`config.mk`:
```
export PLATFORM = sky130hd
export DESIGN_NAME = appliance_inspection_sequencer_unit_flat
export DESIGN_NICKNAME = d
export VERILOG_FILES = /design/src/sv/ais_pkg.sv /design/src/sv/ais_ifs.sv /design/src/sv/ais_step.sv /design/src/sv/appliance_inspection_sequencer_unit.sv /design/src/flat_wrapper.sv
export SDC_FILE = /design/constraint.sdc
export NUM_CORES = 1
export LEC_CHECK = 0
export ABC_AREA = 1
export BUFFER_PORTS_ARGS = -buffer_cell sky130_fd_sc_hd__buf_4
export CORE_MARGIN = 10
export CORE_UTILIZATION = 30
export DETAILED_ROUTE_END_ITERATION = 7
export PLACE_DENSITY = 0.54
export SYNTH_ARGS = -nofsm -noshare
export SYNTH_HDL_FRONTEND = slang
export SYNTH_SLANG_ARGS = --single-unit
export TNS_END_PERCENT = 1
```
`constraint.sdc`:
```
create_clock -name i_clk -period 2.6 [get_ports i_clk]
set_input_delay 0.39 -clock i_clk [delete_from_list [all_inputs] [get_ports i_clk]]
set_output_delay 0.39 -clock i_clk [all_outputs]
set_load 0.02 [all_outputs]
```
`src/sv/ais_pkg.sv`:
```
// Shared types and constants of the appliance inspection sequencer.
package ais_pkg;

    // Field widths.
    localparam int PeriodW  = 10;
    localparam int MaskW    = 7;
    localparam int FreqW    = 20;
    localparam int WeightW  = 16;
    localparam int SpeedW   = 16;
    localparam int StepW    = 18;
    localparam int StallW   = 12;
    localparam int OverallW = 21;
    localparam int CfgIdxW  = 2;
    localparam int CfgDataW = 20;

    // Phase timing limits in milliseconds.
    localparam logic [StepW-1:0]    LevelWaitMs = StepW'(4000);
    localparam logic [StepW-1:0]    WashMs      = StepW'(6000);
    localparam logic [StallW-1:0]   StallMs     = StallW'(2000);
    localparam logic [StepW-1:0]    DrainMinMs  = StepW'(10000);
    localparam logic [StepW-1:0]    DrainMaxMs  = StepW'(2 * 60 * 1000);
    localparam logic [StepW-1:0]    HoldMs      = StepW'(10000);
    localparam logic [OverallW-1:0] OverallMs   = OverallW'(20 * 60 * 1000);

    // Key slots.
    localparam int KeyStart  = 0;
    localparam int KeyNext   = 1;
    localparam int KeyCold   = 2;
    localparam int KeySoft   = 3;
    localparam int KeyHot    = 4;
    localparam int KeyShower = 5;
    localparam int KeyLid    = 6;

    typedef enum logic [1:0] {
        MODE_INIT = 2'd0,
        MODE_OPER = 2'd1,
        MODE_DONE = 2'd2
    } t_mode;

    typedef enum logic [3:0] {
        PH_STANDBY = 4'd0,
        PH_VALVE   = 4'd1,
        PH_LEVEL   = 4'd2,
        PH_LOAD    = 4'd3,
        PH_WASH    = 4'd4,
        PH_DRAIN   = 4'd5,
        PH_HOLD    = 4'd6,
        PH_SPIN    = 4'd7,
        PH_ERROR   = 4'd8,
        PH_DONE    = 4'd9
    } t_phase;

    typedef enum logic [2:0] {
        ER_NONE  = 3'd0,
        ER_LEVEL = 3'd1,
        ER_MOTOR = 3'd2,
        ER_DRAIN = 3'd3,
        ER_LID   = 3'd4
    } t_error;

    typedef enum logic [2:0] {
        VC_NONE    = 3'd0,
        VC_COLD    = 3'd1,
        VC_SOFT    = 3'd2,
        VC_HOT     = 3'd3,
        VC_SHOWER  = 3'd4,
        VC_LIDLOCK = 3'd5
    } t_valve;

    typedef enum logic [CfgIdxW-1:0] {
        CFG_FREQ_UPPER = 2'd0,
        CFG_FREQ_LOWER = 2'd1,
        CFG_KEY_MASK   = 2'd2,
        CFG_SHOWER_EN  = 2'd3
    } t_cfg_idx;

    typedef struct packed {
        logic [PeriodW-1:0] period_ms;
        logic [MaskW-1:0]   key_pressed_mask;
        logic [MaskW-1:0]   key_down_mask;
        logic [FreqW-1:0]   level_freq;
        logic [WeightW-1:0] load_weight;
        logic [SpeedW-1:0]  motor_speed;
        logic               drain_level_reached;
        logic               lid_closed;
    } t_tick;

    typedef struct packed {
        logic [FreqW-1:0] freq_upper;
        logic [FreqW-1:0] freq_lower;
        logic [MaskW-1:0] key_mask;
        logic             shower_en;
    } t_cfg;

    typedef struct packed {
        t_phase phase;
        t_error error_code;
        t_valve valve_check;
        logic   beep;
        logic   finished;
    } t_result;

endpackage

```
`src/sv/ais_ifs.sv`:
```
// Channel interfaces: tick requests in, result requests out, register writes.
interface ais_tick_if;
    import ais_pkg::*;

    logic               valid;
    logic               ready;
    logic [PeriodW-1:0] period_ms;
    logic [MaskW-1:0]   key_pressed_mask;
    logic [MaskW-1:0]   key_down_mask;
    logic [FreqW-1:0]   level_freq;
    logic [WeightW-1:0] load_weight;
    logic [SpeedW-1:0]  motor_speed;
    logic               drain_level_reached;
    logic               lid_closed;

    modport source (
        output valid, period_ms, key_pressed_mask, key_down_mask, level_freq,
               load_weight, motor_speed, drain_level_reached, lid_closed,
        input  ready
    );
    modport sink (
        input  valid, period_ms, key_pressed_mask, key_down_mask, level_freq,
               load_weight, motor_speed, drain_level_reached, lid_closed,
        output ready
    );
endinterface

interface ais_res_if;
    logic       valid;
    logic       ready;
    logic [3:0] phase;
    logic [2:0] error_code;
    logic [2:0] valve_check;
    logic       beep;
    logic       finished;

    modport source (
        output valid, phase, error_code, valve_check, beep, finished,
        input  ready
    );
    modport sink (
        input  valid, phase, error_code, valve_check, beep, finished,
        output ready
    );
endinterface

interface ais_cfg_if;
    import ais_pkg::*;

    logic                valid;
    logic                ready;
    logic [CfgIdxW-1:0]  index;
    logic [CfgDataW-1:0] data;

    modport source (output valid, index, data, input ready);
    modport sink (input valid, index, data, output ready);
endinterface

```
`src/sv/ais_step.sv`:
```
// Inspection state registers and the next-state logic for one tick.
module ais_step (
    input  logic            i_clk,
    input  logic            i_rst_n,
    input  logic            i_step,
    input  ais_pkg::t_tick  i_tick,
    input  ais_pkg::t_cfg   i_cfg,
    output ais_pkg::t_result o_result
);
    import ais_pkg::*;

    t_mode                r_mode,    n_mode;
    t_phase               r_phase,   n_phase;
    t_error               r_error,   n_error;
    t_valve               r_valve,   n_valve;
    logic [StepW-1:0]     r_step,    n_step;
    logic [StallW-1:0]    r_stall,   n_stall;
    logic [OverallW-1:0]  r_overall, n_overall;

    logic                 beep;
    t_phase               cur_phase;
    t_valve               valve_pick;
    t_valve               valve_upd;
    logic [MaskW-1:0]     key_ok;
    logic [MaskW-1:0]     kdown;
    logic [MaskW-1:0]     kup;
    logic [MaskW-1:0]     khit;
    logic [StepW-1:0]     step_sum;
    logic [StallW-1:0]    stall_sum;
    logic [OverallW-1:0]  overall_sum;

    // Qualified key views: absent keys and a disabled shower slot are ignored.
    always_comb begin
        key_ok = i_cfg.key_mask;
        if (!i_cfg.shower_en) begin
            key_ok[KeyShower] = 1'b0;
        end
        kdown = key_ok & i_tick.key_down_mask;
        kup   = key_ok & ~i_tick.key_down_mask;
        khit  = key_ok & i_tick.key_pressed_mask;
    end

    // Timer increments, truncated to each timer's width.
    assign step_sum    = r_step + StepW'(i_tick.period_ms);
    assign stall_sum   = r_stall + StallW'(i_tick.period_ms);
    assign overall_sum = r_overall + OverallW'(i_tick.period_ms);

    // Valve check: pick a valve from an idle state, then apply the release rules.
    always_comb begin
        valve_pick = r_valve;
        if (r_valve == VC_NONE) begin
            if (kdown[KeyCold]) begin
                valve_pick = VC_COLD;
            end else if (kdown[KeySoft]) begin
                valve_pick = VC_SOFT;
            end else if (kdown[KeyHot]) begin
                valve_pick = VC_HOT;
            end else if (kdown[KeyShower]) begin
                valve_pick = VC_SHOWER;
            end else if (kdown[KeyLid]) begin
                valve_pick = VC_LIDLOCK;
            end
        end
        valve_upd = valve_pick;
        if ((kup[KeyCold] && valve_pick == VC_COLD) ||
            (kup[KeySoft] && valve_pick == VC_SOFT) ||
            (kup[KeyHot] && valve_pick == VC_HOT) ||
            (kup[KeyShower] && valve_pick == VC_SHOWER)) begin
            valve_upd = VC_NONE;
        end else if (valve_pick == VC_LIDLOCK &&
                     (kdown[KeyCold] || kdown[KeySoft] ||
                      kdown[KeyHot] || kdown[KeyShower])) begin
            valve_upd = VC_NONE;
        end
    end

    // Next state for one tick.
    always_comb begin
        n_mode    = r_mode;
        n_phase   = r_phase;
        n_error   = r_error;
        n_valve   = r_valve;
        n_step    = r_step;
        n_stall   = r_stall;
        n_overall = r_overall;
        beep      = 1'b0;
        cur_phase = r_phase;
        unique case (r_mode)
            MODE_INIT: begin
                n_mode  = MODE_OPER;
                n_phase = PH_STANDBY;
                n_error = ER_NONE;
                n_valve = VC_NONE;
            end
            MODE_OPER: begin
                // The overall timeout overrides whatever phase is running.
                if (r_overall > OverallMs) begin
                    cur_phase = PH_DONE;
                end else begin
                    n_overall = overall_sum;
                end
                n_phase = cur_phase;
                case (cur_phase)
                    PH_STANDBY: begin
                        if (khit[KeyStart]) begin
                            beep    = 1'b1;
                            n_phase = PH_VALVE;
                        end
                    end
                    PH_VALVE: begin
                        if (khit[KeyNext]) begin
                            beep    = 1'b1;
                            n_phase = PH_LEVEL;
                        end
                        n_valve = valve_upd;
                    end
                    PH_LEVEL: begin
                        if (r_step >= LevelWaitMs) begin
                            n_step = '0;
                            if (i_tick.level_freq > i_cfg.freq_upper &&
                                i_tick.level_freq < i_cfg.freq_lower) begin
                                n_error = ER_NONE;
                                n_phase = PH_LOAD;
                            end else begin
                                n_error = ER_LEVEL;
                                n_phase = PH_ERROR;
                            end
                        end else begin
                            n_step = step_sum;
                        end
                    end
                    PH_LOAD: begin
                        if (i_tick.load_weight != '0) begin
                            n_phase = PH_WASH;
                        end
                    end
                    PH_WASH: begin
                        if (r_step >= WashMs) begin
                            n_step  = '0;
                            n_phase = PH_DRAIN;
                        end else begin
                            n_step = step_sum;
                            // A stopped drum accumulates stall time.
                            if (i_tick.motor_speed == '0) begin
                                n_stall = stall_sum;
                                if (stall_sum >= StallMs) begin
                                    n_error = ER_MOTOR;
                                    n_phase = PH_ERROR;
                                end
                            end else begin
                                n_stall = '0;
                            end
                        end
                    end
                    PH_DRAIN: begin
                        if (r_step >= DrainMinMs && i_tick.drain_level_reached) begin
                            n_step  = '0;
                            n_phase = PH_HOLD;
                        end else if (r_step >= DrainMaxMs) begin
                            n_step  = '0;
                            n_error = ER_DRAIN;
                            n_phase = PH_ERROR;
                        end else begin
                            n_step = step_sum;
                        end
                    end
                    PH_HOLD: begin
                        if (r_step >= HoldMs) begin
                            n_step = '0;
                            if (i_tick.lid_closed) begin
                                n_phase = PH_SPIN;
                            end else begin
                                n_error = ER_LID;
                                n_phase = PH_ERROR;
                            end
                        end else begin
                            n_step = step_sum;
                        end
                    end
                    PH_ERROR: begin
                        // A lid error recovers once the lid is closed.
                        if (r_error == ER_LID && i_tick.lid_closed) begin
                            n_step  = '0;
                            n_phase = PH_SPIN;
                        end
                    end
                    PH_DONE: begin
                        n_mode = MODE_DONE;
                    end
                    default: begin
                    end
                endcase
            end
            default: begin
            end
        endcase
    end

    // Result of the tick, taken from the updated state.
    always_comb begin
        o_result.phase       = n_phase;
        o_result.error_code  = n_error;
        o_result.valve_check = n_valve;
        o_result.beep        = beep;
        o_result.finished    = (n_mode == MODE_DONE);
    end

    // State registers advance once per tick.
    always_ff @(posedge i_clk) begin
        if (!i_rst_n) begin
            r_mode    <= MODE_INIT;
            r_phase   <= PH_STANDBY;
            r_error   <= ER_NONE;
            r_valve   <= VC_NONE;
            r_step    <= '0;
            r_stall   <= '0;
            r_overall <= '0;
        end else if (i_step) begin
            r_mode    <= n_mode;
            r_phase   <= n_phase;
            r_error   <= n_error;
            r_valve   <= n_valve;
            r_step    <= n_step;
            r_stall   <= n_stall;
            r_overall <= n_overall;
        end
    end

    // Done is final and always shows the done phase.
    a_done_sticky: assert property (@(posedge i_clk) disable iff (!i_rst_n)
        r_mode == MODE_DONE |=> r_mode == MODE_DONE)
        else $error("done mode was left");

    a_done_phase: assert property (@(posedge i_clk) disable iff (!i_rst_n)
        r_mode == MODE_DONE |-> r_phase == PH_DONE)
        else $error("done mode without done phase");

    // The error phase is only ever entered with a cause recorded.
    a_error_cause: assert property (@(posedge i_clk) disable iff (!i_rst_n)
        r_phase == PH_ERROR |-> r_error != ER_NONE)
        else $error("error phase without error code");

endmodule

```
`src/sv/appliance_inspection_sequencer_unit.sv`:
```
// Top level of the appliance inspection sequencer: handshakes, registers and result stage.
//
// Each tick request yields exactly one result request. A tick is captured in
// an input register, the state update and the result are computed in one
// pass of compare-and-add logic, and the result lands in an output register
// once that register is free or draining. The block sustains one tick per
// cycle while the result consumer is ready; that rate is set by the single
// state update per tick in the sequencing step. A stalled result consumer
// holds the output register and, once the input register is also full,
// back-pressures the tick channel. Register writes are always ready and take
// effect in the following cycle; they are meant to be made while no tick is in flight.
module appliance_inspection_sequencer_unit (
    input  logic   i_clk,
    input  logic   i_rst_n,
    ais_tick_if.sink   i_tick,
    ais_cfg_if.sink    i_cfg,
    ais_res_if.source  o_res
);
    import ais_pkg::*;

    t_cfg    r_cfg;
    logic    r_in_valid;
    t_tick   r_in;
    logic    r_out_valid;
    t_result r_out;
    t_result step_result;
    logic    advance;

    // The input stage moves on when the output register is free or draining.
    assign advance      = r_in_valid && (!r_out_valid || o_res.ready);
    assign i_tick.ready = !r_in_valid || advance;
    assign i_cfg.ready  = 1'b1;

    // Register file writes.
    always_ff @(posedge i_clk) begin
        if (!i_rst_n) begin
            r_cfg <= '0;
        end else if (i_cfg.valid) begin
            unique case (t_cfg_idx'(i_cfg.index))
                CFG_FREQ_UPPER: r_cfg.freq_upper <= i_cfg.data[FreqW-1:0];
                CFG_FREQ_LOWER: r_cfg.freq_lower <= i_cfg.data[FreqW-1:0];
                CFG_KEY_MASK:   r_cfg.key_mask   <= i_cfg.data[MaskW-1:0];
                CFG_SHOWER_EN:  r_cfg.shower_en  <= i_cfg.data[0];
            endcase
        end
    end

    // Input register: valid flag under reset, payload without.
    always_ff @(posedge i_clk) begin
        if (!i_rst_n) begin
            r_in_valid <= 1'b0;
        end else if (i_tick.ready) begin
            r_in_valid <= i_tick.valid;
        end
    end

    always_ff @(posedge i_clk) begin
        if (i_tick.valid && i_tick.ready) begin
            r_in.period_ms           <= i_tick.period_ms;
            r_in.key_pressed_mask    <= i_tick.key_pressed_mask;
            r_in.key_down_mask       <= i_tick.key_down_mask;
            r_in.level_freq          <= i_tick.level_freq;
            r_in.load_weight         <= i_tick.load_weight;
            r_in.motor_speed         <= i_tick.motor_speed;
            r_in.drain_level_reached <= i_tick.drain_level_reached;
            r_in.lid_closed          <= i_tick.lid_closed;
        end
    end

    // Sequencing step.
    ais_step u_step (
        .i_clk    (i_clk),
        .i_rst_n  (i_rst_n),
        .i_step   (advance),
        .i_tick   (r_in),
        .i_cfg    (r_cfg),
        .o_result (step_result)
    );

    // Output register.
    always_ff @(posedge i_clk) begin
        if (!i_rst_n) begin
            r_out_valid <= 1'b0;
        end else if (advance) begin
            r_out_valid <= 1'b1;
        end else if (o_res.ready) begin
            r_out_valid <= 1'b0;
        end
    end

    always_ff @(posedge i_clk) begin
        if (advance) begin
            r_out <= step_result;
        end
    end

    assign o_res.valid       = r_out_valid;
    assign o_res.phase       = r_out.phase;
    assign o_res.error_code  = r_out.error_code;
    assign o_res.valve_check = r_out.valve_check;
    assign o_res.beep        = r_out.beep;
    assign o_res.finished    = r_out.finished;

    // A taken tick is held in the input stage on the next cycle.
    a_in_capture: assert property (@(posedge i_clk) disable iff (!i_rst_n)
        i_tick.valid && i_tick.ready |=> r_in_valid)
        else $error("accepted tick was not captured");

    // Every step produces a pending result.
    a_out_capture: assert property (@(posedge i_clk) disable iff (!i_rst_n)
        advance |=> r_out_valid)
        else $error("step result was not registered");

    // A finished result always reports the done phase.
    a_finished_phase: assert property (@(posedge i_clk) disable iff (!i_rst_n)
        r_out_valid && r_out.finished |-> r_out.phase == PH_DONE)
        else $error("finished flag without done phase");

endmodule
```
`src/flat_wrapper.sv`:
```
// flat-port wrapper written by rule: the top's interface ports become plain ports
module appliance_inspection_sequencer_unit_flat import ais_pkg::*;
  (i_clk, i_rst_n, i_tick_valid, i_tick_period_ms, i_tick_key_pressed_mask, i_tick_key_down_mask, i_tick_level_freq, i_tick_load_weight, i_tick_motor_speed, i_tick_drain_level_reached, i_tick_lid_closed, i_tick_ready, i_cfg_valid, i_cfg_index, i_cfg_data, i_cfg_ready, o_res_valid, o_res_phase, o_res_error_code, o_res_valve_check, o_res_beep, o_res_finished, o_res_ready);
  ais_tick_if i_tick_i ();
  ais_cfg_if i_cfg_i ();
  ais_res_if o_res_i ();
  input  logic i_clk;
  input  logic i_rst_n;
  input wire logic [$bits(i_tick_i.valid)-1:0] i_tick_valid;
  input wire logic [$bits(i_tick_i.period_ms)-1:0] i_tick_period_ms;
  input wire logic [$bits(i_tick_i.key_pressed_mask)-1:0] i_tick_key_pressed_mask;
  input wire logic [$bits(i_tick_i.key_down_mask)-1:0] i_tick_key_down_mask;
  input wire logic [$bits(i_tick_i.level_freq)-1:0] i_tick_level_freq;
  input wire logic [$bits(i_tick_i.load_weight)-1:0] i_tick_load_weight;
  input wire logic [$bits(i_tick_i.motor_speed)-1:0] i_tick_motor_speed;
  input wire logic [$bits(i_tick_i.drain_level_reached)-1:0] i_tick_drain_level_reached;
  input wire logic [$bits(i_tick_i.lid_closed)-1:0] i_tick_lid_closed;
  output wire logic [$bits(i_tick_i.ready)-1:0] i_tick_ready;
  input wire logic [$bits(i_cfg_i.valid)-1:0] i_cfg_valid;
  input wire logic [$bits(i_cfg_i.index)-1:0] i_cfg_index;
  input wire logic [$bits(i_cfg_i.data)-1:0] i_cfg_data;
  output wire logic [$bits(i_cfg_i.ready)-1:0] i_cfg_ready;
  output wire logic [$bits(o_res_i.valid)-1:0] o_res_valid;
  output wire logic [$bits(o_res_i.phase)-1:0] o_res_phase;
  output wire logic [$bits(o_res_i.error_code)-1:0] o_res_error_code;
  output wire logic [$bits(o_res_i.valve_check)-1:0] o_res_valve_check;
  output wire logic [$bits(o_res_i.beep)-1:0] o_res_beep;
  output wire logic [$bits(o_res_i.finished)-1:0] o_res_finished;
  input wire logic [$bits(o_res_i.ready)-1:0] o_res_ready;
  assign i_tick_i.valid = i_tick_valid;
  assign i_tick_i.period_ms = i_tick_period_ms;
  assign i_tick_i.key_pressed_mask = i_tick_key_pressed_mask;
  assign i_tick_i.key_down_mask = i_tick_key_down_mask;
  assign i_tick_i.level_freq = i_tick_level_freq;
  assign i_tick_i.load_weight = i_tick_load_weight;
  assign i_tick_i.motor_speed = i_tick_motor_speed;
  assign i_tick_i.drain_level_reached = i_tick_drain_level_reached;
  assign i_tick_i.lid_closed = i_tick_lid_closed;
  assign i_tick_ready = i_tick_i.ready;
  assign i_cfg_i.valid = i_cfg_valid;
  assign i_cfg_i.index = i_cfg_index;
  assign i_cfg_i.data = i_cfg_data;
  assign i_cfg_ready = i_cfg_i.ready;
  assign o_res_valid = o_res_i.valid;
  assign o_res_phase = o_res_i.phase;
  assign o_res_error_code = o_res_i.error_code;
  assign o_res_valve_check = o_res_i.valve_check;
  assign o_res_beep = o_res_i.beep;
  assign o_res_finished = o_res_i.finished;
  assign o_res_i.ready = o_res_ready;
  appliance_inspection_sequencer_unit u_core (.i_clk(i_clk), .i_rst_n(i_rst_n), .i_tick(i_tick_i), .i_cfg(i_cfg_i), .o_res(o_res_i));
endmodule
```
### Word-level counts from Yosys, hierarchy flattened

Cells that the tools add are included.

| storage, ports and cells | value |
|---|---|
| logic and storage cells | 152 |
| output and inout port bits | 15 |
| bits of input ports | 105 |
| register bits | 198 |

| operators by class | value |
|---|---|
| mux-type cells | 54 |
| eq/ne operators | 20 |
| add/sub/neg operators | 3 |
| $lt $le $gt $ge | 8 |
| reductions and logical operators | 35 |
| bitwise gates (word level) | 6 |

Operators by type and width:

| kind | count |
|---|---|
| 18-bit 2-to-1 mux | 6 |
| 18-bit case mux with 5 select lines | 1 |
| 4-bit 2-to-1 mux | 15 |
| 3-bit 2-to-1 mux | 17 |
| 4-bit case mux with 8 select lines | 1 |
| 21-bit by 10-bit adder with 21-bit output | 1 |
| 21-bit > comparator (second input constant) | 1 |
| 20-bit > comparator | 1 |
| 20-bit less-than comparator | 1 |
| 18-bit by 10-bit adder with 18-bit output | 1 |
| 18-bit by 12-bit >= comparator with 1-bit output (second input constant) | 1 |
| 18-bit by 13-bit >= comparator with 1-bit output (second input constant) | 1 |
| 18-bit by 14-bit >= comparator with 1-bit output (second input constant) | 1 |
| 18-bit by 17-bit >= comparator with 1-bit output (second input constant) | 1 |
| 16-bit logical NOT | 1 |
| 16-bit nonzero test | 1 |
| 12-bit by 10-bit adder with 12-bit output | 1 |
| 4-bit by 3-bit == test with 1-bit output (second input constant) | 3 |
| 12-bit by 11-bit >= comparator with 1-bit output (second input constant) | 1 |
| 12-bit 2-to-1 mux | 1 |
| 3-bit case mux with 2 select lines | 2 |
| 3-bit case mux with 4 select lines | 1 |
| 1-bit logical AND | 10 |
| 3-bit == test (second input constant) | 3 |
| 28 further kinds | 53 |

### Logic depth before layout (Yosys ltp)

| logic depth | value |
|---|---|
| depth in word-level cells | 16 |
| depth in mapped cells | 19 |
| mapped depth without buffers | 19 |

### Cells and area by module

A second synthesis with hierarchy kept.

| second synthesis, totals | value |
|---|---|
| cell total of the unflattened synthesis | 1557 |
| area, all modules | 11810.1 sq um |

By module, submodules not included:

| module | instances | cells each | area an instance (sq um) | sequential area each (sq um) |
|---|---|---|---|---|
| ais_step | 1 | 1139 | 6951.7 | 1261.2 |
| appliance_inspection_sequencer_unit | 1 | 418 | 4858.4 | 3703.6 |

### Least setup slack after synthesis

No wires, ideal clock.

| timing path | value |
|---|---|
| path type | input to register |
| start | input port o_res_ready |
| end | register u_core.r_in[0] (netlist name) (enable) |
| data required time | 2175 ps |
| stages on the path | 4 |
| buffers on the path | 0 |
| arrival | 2133 ps |
| library setup time | 425 ps |
| slack | 42 ps |
| path through | inv_1 -> nand3_1 -> nand2_1 -> inv_1 |

| between the ends | value |
|---|---|
| cells in the longest elaborated chain, start to end | 4 |

RTL lines:

| item | RTL line | RTL |
|---|---|---|
| from (decl) | flat_wrapper.sv:29 | `input wire logic [$bits(o_res_i.ready)-1:0] o_res_ready;` |
| 1-bit logical OR | appliance_inspection_sequencer_unit.sv:30 | `assign advance = r_in_valid && (!r_out_valid \|\| o_res.ready);` |
| 1-bit logical AND | appliance_inspection_sequencer_unit.sv:30 |  |
| 1-bit logical OR | appliance_inspection_sequencer_unit.sv:31 | `assign i_tick.ready = !r_in_valid \|\| advance;` |
| via i_tick_ready | flat_wrapper.sv:18 | `output wire logic [$bits(i_tick_i.ready)-1:0] i_tick_ready;` |
| 1-bit logical AND | appliance_inspection_sequencer_unit.sv:58 | `if (i_tick.valid && i_tick.ready) begin` |
| to (decl) | appliance_inspection_sequencer_unit.sv:23 | `t_tick r_in;` |

The timed path passes the listed nets, and every way through them passes these cells.
A chain may end at the register's enable or synchronous reset.

### Final worst setup path

| timing path | value |
|---|---|
| start | register u_core.r_in[68] (netlist name) |
| end | register u_core.u_step.r_step[6] |

| between the ends | value |
|---|---|
| cells in the longest elaborated chain, start to end | 4 |
| elaborated cells on any way between the ends | 7 |
| classes of those cells | add/sub: 1; mux: 6 |

RTL lines:

| item | RTL line | RTL |
|---|---|---|
| 18-bit by 10-bit adder with 18-bit output * | ais_step.sv:44 | `assign step_sum = r_step + StepW'(i_tick.period_ms);` |
| 18-bit 2-to-1 mux | ais_step.sv:159 | `end else if (r_step >= DrainMaxMs) begin` |
| 18-bit 2-to-1 mux | ais_step.sv:156 | `if (r_step >= DrainMinMs && i_tick.drain_level_reached) begin` |
| 18-bit case mux with 5 select lines * | ais_step.sv:103 | `case (cur_phase)` |
| to (signal assigned) | ais_step.sv:223 | `r_step <= n_step;` |
| to (decl) | ais_step.sv:16 | `logic [StepW-1:0] r_step, n_step;` |

Mark *: on every way between the ends. The rest lies on a longest branch, timed or not.

==> impl_metrics.env <==
export IMPL_met3_usage_pct=3.42
export IMPL_grt_pass1_vias=9765
export IMPL_diodes=0
export IMPL_numCtsBuffers=17
export IMPL_clkLatencyLatePin_ns=0.46
export IMPL_syn_area_mm2=0.0111
export IMPL_synth_avg_cell_area_um2=7.75
export IMPL_hold_class="input port to flop"
export IMPL_min_period_over_period_pct=94.5
export IMPL_vias=10000
export IMPL_drc=0
export IMPL_fin_total_pwr_uw=6800
export IMPL_placed_cell_area_mm2=0.0128
export IMPL_cts_tree="done"
export IMPL_power_frac_seq_pct=49.8
export IMPL_dieHeight_um=213
export IMPL_peakVddDrop_mv=0.503
export IMPL_end_kind="flop"
export IMPL_final_area_mm2=0.0138
export IMPL_clkSinkCount=196
export IMPL_synth_seq_cells=196
export IMPL_grtUsageMet1_pct=17.7
export IMPL_syn_nets=1614
export IMPL_cp_num_cells=15
export IMPL_crit_path_cell_trace="buf_6, ha_2, fa_2, nand2_1, inv_1, o21ai_2, nand2_2, nand2_1, o21ai_0, xor2_1, buf_4, nand3_1, nand4_1, nand2_2, a21oi_2"
export IMPL_core_region_area_mm2=0.0366
export IMPL_ys_seq_area_share_pct=42.7
export IMPL_h_tree_depth=4
export IMPL_portBuffers=111
export IMPL_initial_core_util_pct=30.4
export IMPL_drive_gt1_share_pct=20.5
export IMPL_syn2layout_area_growth_pct=24.0
export IMPL_setup_viol=0
export IMPL_path_clk_slew_ns=0.07
export IMPL_fin_nets=1770
export IMPL_clockBufferDepth=2
export IMPL_p_sw_uw=1720
export IMPL_hold_viol_final=0
export IMPL_maxCapViolations=0
export IMPL_cp_slowest_stage_delay_ns=0.45
export IMPL_netlist_instances=1437
export IMPL_dp_hpwl_mm=22.8
export IMPL_fp_dieW_um=213
export IMPL_cp_arrival_ns=2.80
export IMPL_postRouteWirelength_mm=30.3
export IMPL_swShare_pct=25.3
export IMPL_grtUsageTotal_pct=13.5
export IMPL_ioPinCount=120
export IMPL_cts_root_buf="clkbuf_16"
export IMPL_slowest_stage="edfxtp_1"
export IMPL_min_period_ns=2.46
export IMPL_critical_path_buf_inv_count=3
export IMPL_fmax_mhz=407
export IMPL_synth_cell_type_count=53
export IMPL_antenna_found_initial=0
export IMPL_leakagePower_uw=0.00575
export IMPL_dr_pass1_iters=5
export IMPL_place_congestion=0.855
export IMPL_rsz0062_at_grt="true"
export IMPL_via_per_inst=4.84
export IMPL_first_iter_violations=604
export IMPL_grt_overflow=0
export IMPL_crit_path_start_kind="flop"
export IMPL_finalClockSkew_ns=0.0126
export IMPL_rows=70
export IMPL_grt_max_degree=70
export IMPL_async_reset_ff_share_pct=0
export IMPL_relSlewSlack_pct=56.1
export IMPL_worstPathMaxFanout=4
export IMPL_cp_required_ns=2.95
export IMPL_status="finished clean"
export IMPL_critPathTopFamily="simple AND/OR/NAND/NOR gates"
export IMPL_crit_type="flop to flop"
export IMPL_clkPwrFrac_pct=39.7
export IMPL_grt_pass1_wl_mm=49.3
export IMPL_busiest_layer="met2"
export IMPL_yosys_warnings=0
export IMPL_power_density_mw_per_mm2=493
export IMPL_synth_main_ff_cell="dfxtp_1"
export IMPL_ant_nets=0
export IMPL_synth_edf_count=83
export IMPL_worstRegToRegCells=15
export IMPL_met2_usage_pct=21.6
export IMPL_whs_path_depth=1
export IMPL_pwr_share_comb_pct=10.5
export IMPL_wl_per_cell_um=14.6
export IMPL_fp_dieArea_mm2=0.0452
export IMPL_internal_power_uw=5080
export IMPL_slew_violations=0
export IMPL_fill_cells=3763
export IMPL_tightest_slew_ns=0.658
-- synth_stat cells (3+ instances only) --
cell / count / area share [%]
o211ai_1: 5 / 0.34
nand2_2: 13 / 0.73
o21ai_1: 8 / 0.36
dfxtp_1: 113 / 20
nor2_1: 121 / 4.1
nand2_1: 286 / 9.6
a21oi_1: 136 / 6.1
nand3b_1: 4 / 0.27
o21bai_1: 4 / 0.27
inv_1: 172 / 5.8
fa_1: 3 / 0.54
ha_1: 69 / 7.7
buf_1: 3 / 0.10
xnor2_1: 4 / 0.31
nand3_1: 119 / 5.3
clkbuf_1: 26 / 0.88
inv_2: 8 / 0.27
clkinv_1: 5 / 0.17
a31oi_1: 5 / 0.28
xor2_1: 12 / 0.94
nor3_1: 22 / 0.99
nor2_4: 3 / 0.30
a21oi_2: 9 / 0.71
o21ai_0: 114 / 5.1
nor4_1: 4 / 0.22
o21ai_2: 3 / 0.24
buf_4: 3 / 0.20
nor2_2: 6 / 0.34
nand4_1: 36 / 2.0
a211oi_1: 6 / 0.40
buf_2: 4 / 0.18
edfxtp_1: 83 / 22
-- through the flow --
stage	instances	utilization [%]	setup TNS, ns	hold slack (ns)	setup WS (ns)
5_1_grt	2074	37.7	-0.228	0.0797	-0.0437
3_5_place_dp	2032	34.9	-0.123	0.452	-0.0628
6_report	2074	37.7	0	0.106	0.144
3_3_place_gp	2032	34.9	0	0.445	0.00799
4_1_cts	2064	36.5	0	0.0765	0.00614
2_1_floorplan	1437	-	0	0.433	0.0420
-- final timing paths --
path	start	end	slack, ns
max reg2reg	u_core.r_in[68]	u_core.u_step.r_step[6]	0.14
max	u_core.r_in[68]	u_core.u_step.r_step[6]	0.14
min	i_tick_key_down_mask[6]	u_core.r_in[60]	0.11
min reg2reg	u_core.r_cfg[10]	u_core.r_cfg[10]	0.46
-- power groups by stage --
stage	clock [µW]	combinational [µW]	sequential (µW)
final	2700	715	3390
after global routing	2920	816	3400
after floorplan	0	378	3450
after global placement	0	676	3450
after CTS	2790	689	3390
after detailed placement	0	684	3450
-- registers in the layout, indices dropped and copies added, names as in the netlist, 4 cells and up --
register	flops
u_core.o_res.phase	4
u_core.u_step.r_stall	12
u_core.u_step.r_step	18
u_core.r_in	71
u_core.u_step.r_phase	4
u_core.u_step.r_overall	21
u_core.r_cfg	48
-- worst register-to-register path, cell delays in order, from the launching register on --
cell      delay [ns]
edfxtp_1        0.45
buf_6           0.16
ha_2            0.18
fa_2            0.34
nand2_1         0.08
inv_1           0.06
o21ai_2         0.16
nand2_2         0.10
nand2_1         0.09
o21ai_0         0.10
xor2_1          0.16
buf_4           0.16
nand3_1         0.08
nand4_1         0.11
nand2_2         0.08
a21oi_2         0.04
-- layer usage --
metal	part of all wire, %	vias to the layer above
met3	5.1	34
met4	1.3	0
li1	-	5165
met5	0	-
met2	46	184
met1	48	4655
-- repair_timing --
action                     CTS  global route
buffers inserted             0            10
setup endpoints to repair    4            27
hold endpoints to repair     0             0
resized for setup            4            84
hold buffers                 0             0
pin swaps                    0            23
-- cells in the final DEF, fill, tap and decap left out, types with 16 or more instances in the layout --
cell and instances:
a21oi_1 129, nand4_1 36, nand2_1 272, buf_4 175
ha_1 54, nand2_2 27, edfxtp_1 83, a21oi_2 16
clkbuf_16 17, inv_1 169, dfxtp_1 113, nor3_1 17
nand3_1 111, o21ai_0 105, nor2_1 110
-- area by class of cell --
cell class | instances | area (µm²) | share of cell area [%]
clock buffer | 20 | 437 | 3.16
multi-input combinational | 1015 | 5850 | 42.3
timing repair buffer | 177 | 1350 | 9.74
sequential | 196 | 4750 | 34.4
inverter | 186 | 703 | 5.09
tap | 468 | 586 | 4.24
clock inverter | 12 | 143 | 1.03
-- cell families (layout without fill, tap and decap cells) --
kind of cell / after synthesis / after routing / share of synthesized area [%]
compound gates: 301 / 301 / 14.7
xor+xnor: 16 / 16 / 1.26
fa+ha+maj: 72 / 72 / 8.29
buf+inv: 226 / 395 / 8.19
flops: 196 / 196 / 42.7
other cells: 1 / 1 / 0.0337
simple gates: 625 / 625 / 24.9
Power figures use the tool's default switching activity.
